File: config.mk
export PLATFORM = sky130hd
export DESIGN_NAME = kest_cell
export DESIGN_NICKNAME = d
export VERILOG_FILES = /design/src/hw/rtl/kest_pkg.sv /design/src/hw/rtl/kest_cell.sv
export SDC_FILE = /design/constraint.sdc
export NUM_CORES = 1
export LEC_CHECK = 0
export ABC_CLOCK_PERIOD_IN_PS = 4100
export BUFFER_PORTS_ARGS = -buffer_cell sky130_fd_sc_hd__buf_2
export CORE_ASPECT_RATIO = 0.6
export CORE_UTILIZATION = 55
export CTS_CLUSTER_SIZE = 8
export DETAILED_ROUTE_END_ITERATION = 8
export HOLD_SLACK_MARGIN = 0.1
export PLACE_DENSITY = 0.78
export SYNTH_ARGS = -nofsm -noshare
export SYNTH_HDL_FRONTEND = slang
export SYNTH_SLANG_ARGS = --single-unit
File: constraint.sdc
create_clock -name i_clk -period 4.1 [get_ports i_clk]
set_input_delay 0.41 -clock i_clk [delete_from_list [all_inputs] [get_ports i_clk]]
set_output_delay 0.41 -clock i_clk [all_outputs]
set_load 0.005 [all_outputs]
File: src/hw/rtl/kest_pkg.sv
// Shared types and constants for the keyed event statistics table.
`timescale 1ns / 1ps
`default_nettype none

package kest_pkg;

    localparam int KEY_W   = 16;
    localparam int DUR_W   = 32;
    localparam int COUNT_W = 31;
    localparam int TOTAL_W = 48;
    localparam int IDX_W   = 6;   // slot index and rank, enough for 64 slots
    localparam int OP_W    = 2;

    localparam int IN_TDATA_W   = 48;
    localparam int OUT_FIELDS_W = KEY_W + COUNT_W + TOTAL_W + IDX_W;
    localparam int OUT_TDATA_W  = 104;

    localparam logic [COUNT_W-1:0] COUNT_MAX = {COUNT_W{1'b1}};
    localparam logic [TOTAL_W-1:0] TOTAL_MAX = {TOTAL_W{1'b1}};

    localparam logic [OP_W-1:0] OP_RECORD = 2'd0;
    localparam logic [OP_W-1:0] OP_DUMP   = 2'd1;
    localparam logic [OP_W-1:0] OP_CLEAR  = 2'd2;

    // Token that walks down the cell chain, one cell per cycle.
    typedef struct packed {
        logic               vld;
        logic               dump;   // 1: best-entry search, 0: record lookup
        logic               hit;    // record: slot found/claimed; dump: candidate held
        logic               claim;  // record took a free slot
        logic [KEY_W-1:0]   key;
        logic [DUR_W-1:0]   dur;
        logic [COUNT_W-1:0] count;
        logic [TOTAL_W-1:0] total;
        logic [IDX_W-1:0]   idx;
    } t_tok;

    // Broadcast controls from the sequencer to every cell.
    typedef struct packed {
        logic             tbl_clr;
        logic             mark_clr;
        logic             mark_en;
        logic [IDX_W-1:0] mark_idx;
    } t_cell_ctl;

endpackage

`default_nettype wire

File: src/hw/rtl/kest_cell.sv
// One table slot of the cell chain: stores an entry and updates the passing token.
`timescale 1ns / 1ps
`default_nettype none

module kest_cell #(
    parameter int IDX = 0
) (
    input  wire                      i_clk,
    input  wire                      i_rst_n,
    input  wire kest_pkg::t_tok      i_tok,
    input  wire kest_pkg::t_cell_ctl i_ctl,
    output kest_pkg::t_tok           o_tok
);
    import kest_pkg::*;

    logic [KEY_W-1:0]   r_key,   n_key;
    logic [COUNT_W-1:0] r_count, n_count;
    logic [TOTAL_W-1:0] r_total, n_total;
    logic               r_occ,   n_occ;
    logic               r_mark,  n_mark;
    t_tok               r_tok,   n_tok;
    logic [TOTAL_W:0]   w_sum;

    always_comb begin
        n_tok   = i_tok;
        n_key   = r_key;
        n_count = r_count;
        n_total = r_total;
        n_occ   = r_occ;
        n_mark  = r_mark;
        w_sum   = {1'b0, r_total} + (TOTAL_W+1)'(i_tok.dur);

        if (i_tok.vld && !i_tok.dump && !i_tok.hit) begin
            if (r_occ && (r_key == i_tok.key)) begin
                n_count   = (r_count == COUNT_MAX) ? r_count : r_count + 1'b1;
                n_total   = w_sum[TOTAL_W] ? TOTAL_MAX : w_sum[TOTAL_W-1:0];
                n_tok.hit = 1'b1;
            end else if (!r_occ) begin
                // first free slot: slots fill in arrival order
                n_key       = i_tok.key;
                n_count     = COUNT_W'(1);
                n_total     = TOTAL_W'(i_tok.dur);
                n_occ       = 1'b1;
                n_tok.hit   = 1'b1;
                n_tok.claim = 1'b1;
            end
        end

        // strict compare keeps the earlier slot on equal counts
        if (i_tok.vld && i_tok.dump && r_occ && !r_mark &&
            (!i_tok.hit || (r_count > i_tok.count))) begin
            n_tok.hit   = 1'b1;
            n_tok.key   = r_key;
            n_tok.count = r_count;
            n_tok.total = r_total;
            n_tok.idx   = IDX_W'(IDX);
        end

        if (i_ctl.mark_clr) begin
            n_mark = 1'b0;
        end else if (i_ctl.mark_en && (i_ctl.mark_idx == IDX_W'(IDX))) begin
            n_mark = 1'b1;
        end

        if (i_ctl.tbl_clr) begin
            n_occ = 1'b0;
        end
    end

    always_ff @(posedge i_clk) begin
        if (!i_rst_n) begin
            r_occ     <= 1'b0;
            r_mark    <= 1'b0;
            r_tok.vld <= 1'b0;
        end else begin
            r_occ  <= n_occ;
            r_mark <= n_mark;
            r_tok  <= n_tok;
        end
    end

    always_ff @(posedge i_clk) begin
        r_key   <= n_key;
        r_count <= n_count;
        r_total <= n_total;
    end

    assign o_tok = r_tok;

endmodule

`default_nettype wire

# Word-level counts from Yosys, hierarchy flattened
# Index checks and enable logic that the tools add are counted.
dict set report totals {
  output_inout_bits 137
  regBits 234
  elab_cells 55
  in_bits 148
}
dict set report classes {
  eq_ne 4
  addsub 2
  mux 12
  reduce_logical 19
  magnitude_cmp 1
  bitwise_logic 3
}
# op count
set ops {}
lappend ops {{$mux 48} 3}
lappend ops {{$mux 31} 3}
lappend ops {{$mux 85} 1}
lappend ops {{$add 48x32->49} 1}
lappend ops {{$add 31x1->31 const B} 1}
lappend ops {{$eq 31x31->1 const B} 1}
lappend ops {{$gt 31x31->1} 1}
lappend ops {{$eq 16x16->1} 1}
lappend ops {{$mux 16} 1}
lappend ops {{$logic_and 1x1->1} 8}
lappend ops {{$logic_not 6->1} 1}
lappend ops {{$reduce_and 3->1} 2}
lappend ops {{$mux 2} 2}
lappend ops {{$reduce_and 2->1} 2}
lappend ops {{$reduce_or 2->1} 2}
lappend ops {{$logic_not 1->1} 3}
lappend ops {{$not 1->1} 3}
lappend ops {{$mux 1} 2}
lappend ops {{$ne 2x1->1 const B} 1}
lappend ops {{$ne 2x2->1 const B} 1}
lappend ops {{$logic_or 1x1->1} 1}

# Longest topological paths before layout
dict set report depth {
  ltp_word 5
  mapped_depth 13
  depth_no_buf 11
}

# Worst setup path before layout
# OpenSTA, ideal clock, no wires.
dict set report synth_timing {
  path_kind {input-to-reg}
  start {input i_tok[124] (netlist name)}
  end {register r_count[0] (enable)}
  n_path_buf 2
  t_required_ns 3.662
  slack_ns 0.695
  cell_stages 7
  arrival_ns 2.967
  setup_time_ns 0.438
  path_cell_list {xnor2_1 nand4_1 nor4_1 and2_1 clkbuf_1 clkbuf_1 a31oi_1}
}
dict set report synth_between {
  elab_chain_cells 4
  word_cells_on_any_way 5
  classes_between {3 x eq/ne; 2 x reduce/logical}
}
# item line
set synth_lines {}
lappend synth_lines {{start, declared} kest_cell.sv:10} ;# input wire kest_pkg::t_tok i_tok,
lappend synth_lines {{$eq 16x16->1 *} kest_cell.sv:34} ;# if (r_occ && (r_key == i_tok.key)) begin
lappend synth_lines {{$logic_and 1x1->1 *} kest_cell.sv:34}
lappend synth_lines {{$ne 2x2->1 (no source line) or $ne 2x1->1 (tied branches)} -}
lappend synth_lines {{$reduce_and 3->1 (no source line) *} -}
lappend synth_lines {{end signal, assigned} kest_cell.sv:84} ;# r_count <= n_count;
lappend synth_lines {{end, declared} kest_cell.sv:17} ;# logic [COUNT_W-1:0] r_count, n_count;
# Every way passes the cells marked *; elsewhere a longest branch is shown, timed or not.
# A chain may end at the register's enable or synchronous reset.

# Worst setup path after layout
dict set report layout_timing {
  start {register r_total[0]}
  end {register r_total[11], data pin}
}
dict set report layout_between {
  elab_chain_cells 3
}
# item line
set layout_lines {}
lappend layout_lines {{start, declared} kest_cell.sv:18} ;# logic [TOTAL_W-1:0] r_total, n_total;
lappend layout_lines {{start signal, assigned} kest_cell.sv:85} ;# r_total <= n_total;
lappend layout_lines {{$add 48x32->49} kest_cell.sv:31} ;# w_sum = {1'b0, r_total} + (TOTAL_W+1)'(i_tok.dur);
lappend layout_lines {{$mux 48} kest_cell.sv:36} ;# n_total = w_sum[TOTAL_W] ? TOTAL_MAX : w_sum[TOTAL_W-1:0];
lappend layout_lines {{$mux 48} kest_cell.sv:34}
# No other way between the ends.

==> summary.md <==
| Metric | Value |
|---|---|
| Status | `complete, no violations` |
| Cell family with most CP delay | `compound AO/OA/AOI/OAI gates` |
| PortBufs | `284` |
| Cell taking the most area after synthesis | `edfxtp_1` |
| Number of global-route vias before repair | `8363` |
| Critical Path AT | `3.81 ns` |
| Most common cell in the synthesized netlist | `edfxtp_1` |
| CTS root buf | `clkbuf_16` |
| Final wirelength | `29.6 mm` |
| CTS tree | `yes` |
| Post-synth top area share | `56.3%` |
| Non-Filler Instances | `1572` |
| Via density | `5.70` |
| Warnings, synthesis | `0` |
| Die height | `118 µm` |
| Placed cells | `1518` |
| Share of layout cells above drive strength 1 | `34.6%` |
| Final TNS setup | `0 ns` |
| Nets | `1492` |
| Syn avg cell area | `12.6 µm²` |
| GRT Util Overall | `25.5%` |
| Max incr delay on CP | `0.44 ns` |
| Antenna diodes | `0` |
| Hold WC Path Type | `input pin to flip-flop` |
| RSZ-0062 raised after global routing | `false` |
| Critical path startpoint category | `flip-flop` |
| Die ar. | `23000 µm²` |
| Power Dens Cells | `399 nW/µm²` |
| Crit path max fanout | `17` |
| Core ar. | `21500 µm²` |
| Synthesized area | `12300 µm²` |
| Leak pwr | `0.00605 µW` |
| WP data required | `4.31 ns` |
| Area growth syn-to-layout | `22.6%` |
| Synth top area cells | `edfxtp_1, mux2_2, ha_1` |
| Initial antenna violation count | `0` |
| Post-Syn Instances | `979` |
| HPWL Detailed | `21.1 mm` |
| # rows | `41` |
| DR iter-0 viols | `906` |
| Post-synthesis sequential area ratio | `56.8%` |
| Post-synth ARST share | `0%` |
| Remaining DRCs | `0` |
| Tcrit/Tclk final | `87.8%` |
| Final Hold Vio Count | `0` |
| Worst Tran Pin Value | `1.07 ns` |
| Routed wire length per instance | `18.8 µm` |
| Finish-stage setup viols | `0` |
| Slowest cell on crit path | `fa_1` |
| CTS Buffer Depth | `3` |
| Final global-route overflow total | `0` |
| DRT antenna net count | `0` |
| Final clock skew | `0.0141 ns` |
| Internal power | `4670 µW` |
| WP buf/inv | `1` |
| First-pass GRT wire length | `45.5 mm` |
| Crit Path Category | `flip-flop to flip-flop` |
| Largest net degree at the start of global routing | `87` |
| Clk pin slew, worst setup/hold paths | `0.05 ns` |
| Post-synthesis cell type count | `63` |
| Clock power frac | `43.1%` |
| CTS Buf Count | `35` |
| Routability Congestion | `0.918` |
| Max H-tree Level | `2` |
| Die width | `195 µm` |
| Comb power frac | `10.3%` |
| Most frequent cells after synthesis | `edfxtp_1, mux2_2, nor2_1` |
| Share of power burned in registers | `46.5%` |
| Synth Register Bits | `234` |
| Post-CTS setup buffers | `0` |
| Initial DRT Pass Iterations | `5` |
| Max_cap viols | `0` |
| Post-synth EDFFs | `231` |
| Skew-Pair Late Insertion Delay | `0.51 ns` |
| VDD IR max | `0.364 mV` |
| Fin. max-slew vios | `0` |
| Top_reg_cell synth | `edfxtp_1` |
| Crit path cell chain | `ha_1 > fa_1 > a211oi_1 > nor3_1 > a211o_1 > a21oi_2 > o31ai_2 > a21o_1 > nand2_2 > buf_4 > a31oi_1` |
| Min Tclk post-route | `3.60 ns` |
| Boundary Pins | `285` |
| Crit. End Element | `flip-flop` |
| Syn_nets | `1192` |
| CTS sink count | `234` |
| Max Freq | `278 MHz` |
| Slew margin rel. | `28.7%` |
| Starting Density | `57.3%` |
| Sw Pwr | `1360 µW` |
| Vias | `8968` |
| Sw Share | `22.5%` |
[flip-flops by register name, indices dropped and copies added (netlist names)]
name	count
o_tok	137
r_total	48
r_key	16
r_mark	1
r_count	31
r_occ	1
[kinds of logic after synthesis]
kind of cell,share of synthesized area (%)
compound gates,10.1
xor+xnor,5.47
fa+ha+maj,6.66
buf+inv,2.69
flops,56.8
mux,8.65
simple gates,9.67
[layer usage]
metal  wire length (µm)  part of all wire [%]  track usage, %
met1              14300                    48            38.6
met2              12700                    43            37.0
met3               2150                   7.3            5.27
met4                455                   1.5            6.50
met5                  0                     0               0
[power groups by stage]
stage / clock network [µW] / logic [µW] / registers (µW)
2_1_floorplan: 0 / 321 / 2850
3_3_place_gp: 0 / 597 / 2840
3_5_place_dp: 0 / 611 / 2850
4_1_cts: 2650 / 621 / 2800
5_1_grt: 2750 / 682 / 2810
6_report: 2600 / 622 / 2800
[path summary, 6_finish.rpt]
path	depth (start not counted)	end	start	slack (ns)
setup / recovery	11	r_total[11]	r_total[0]	0.50
hold / removal	1	o_tok[103]	i_tok[103]	0.12
setup reg to reg	11	r_total[11]	r_total[0]	0.50
hold reg to reg	2	r_mark	r_mark	0.52
[cell usage in the layout (no fill, tap or decap), types with 7 or more instances in the layout]
cell,count
a21o_1,25
a21oi_1,54
a31oi_1,35
and2_1,7
and3_1,13
buf_2,283
buf_4,10
clkbuf_1,13
clkbuf_16,37
edfxtp_1,231
ha_1,64
inv_1,44
mux2_2,92
nand2_1,32
nand3_1,26
nand4_1,23
nor2_1,82
nor2b_1,15
nor3_1,16
o21a_1,7
o21ai_0,23
xnor2_1,50
xor2_1,27
[cell type report]
| class | instances | area [µm²] |
|---|---|---|
| tap | 279 | 349 |
| sequential | 234 | 7000 |
| clock buffer | 50 | 975 |
| clock inverter | 1 | 8.76 |
| timing repair buffer | 299 | 1570 |
| multi-input combinational | 664 | 5030 |
| inverter | 45 | 169 |
| fill | 1569 | 6390 |
[through the flow]
stage	setup slack, ns	instance area [µm²]	utilization (%)	hold slack, ns	power [µW]
floorplan	0.695	12300	-	0.483	3170
CTS	0.525	15100	70.2	0.101	6070
global route	0.306	15100	70.2	0.107	6250
finish	0.502	15100	70.2	0.122	6030
global placement	0.494	14100	65.5	0.524	3440
detailed placement	0.386	14100	65.5	0.511	3460
[timing repair]
item / in CTS / in global routing
endpoints found under the hold margin: 3 / 0
hold buffers: 3 / 0
gates resized for setup: 0 / 0
No activity file was read; power rests on OpenSTA's default activity.
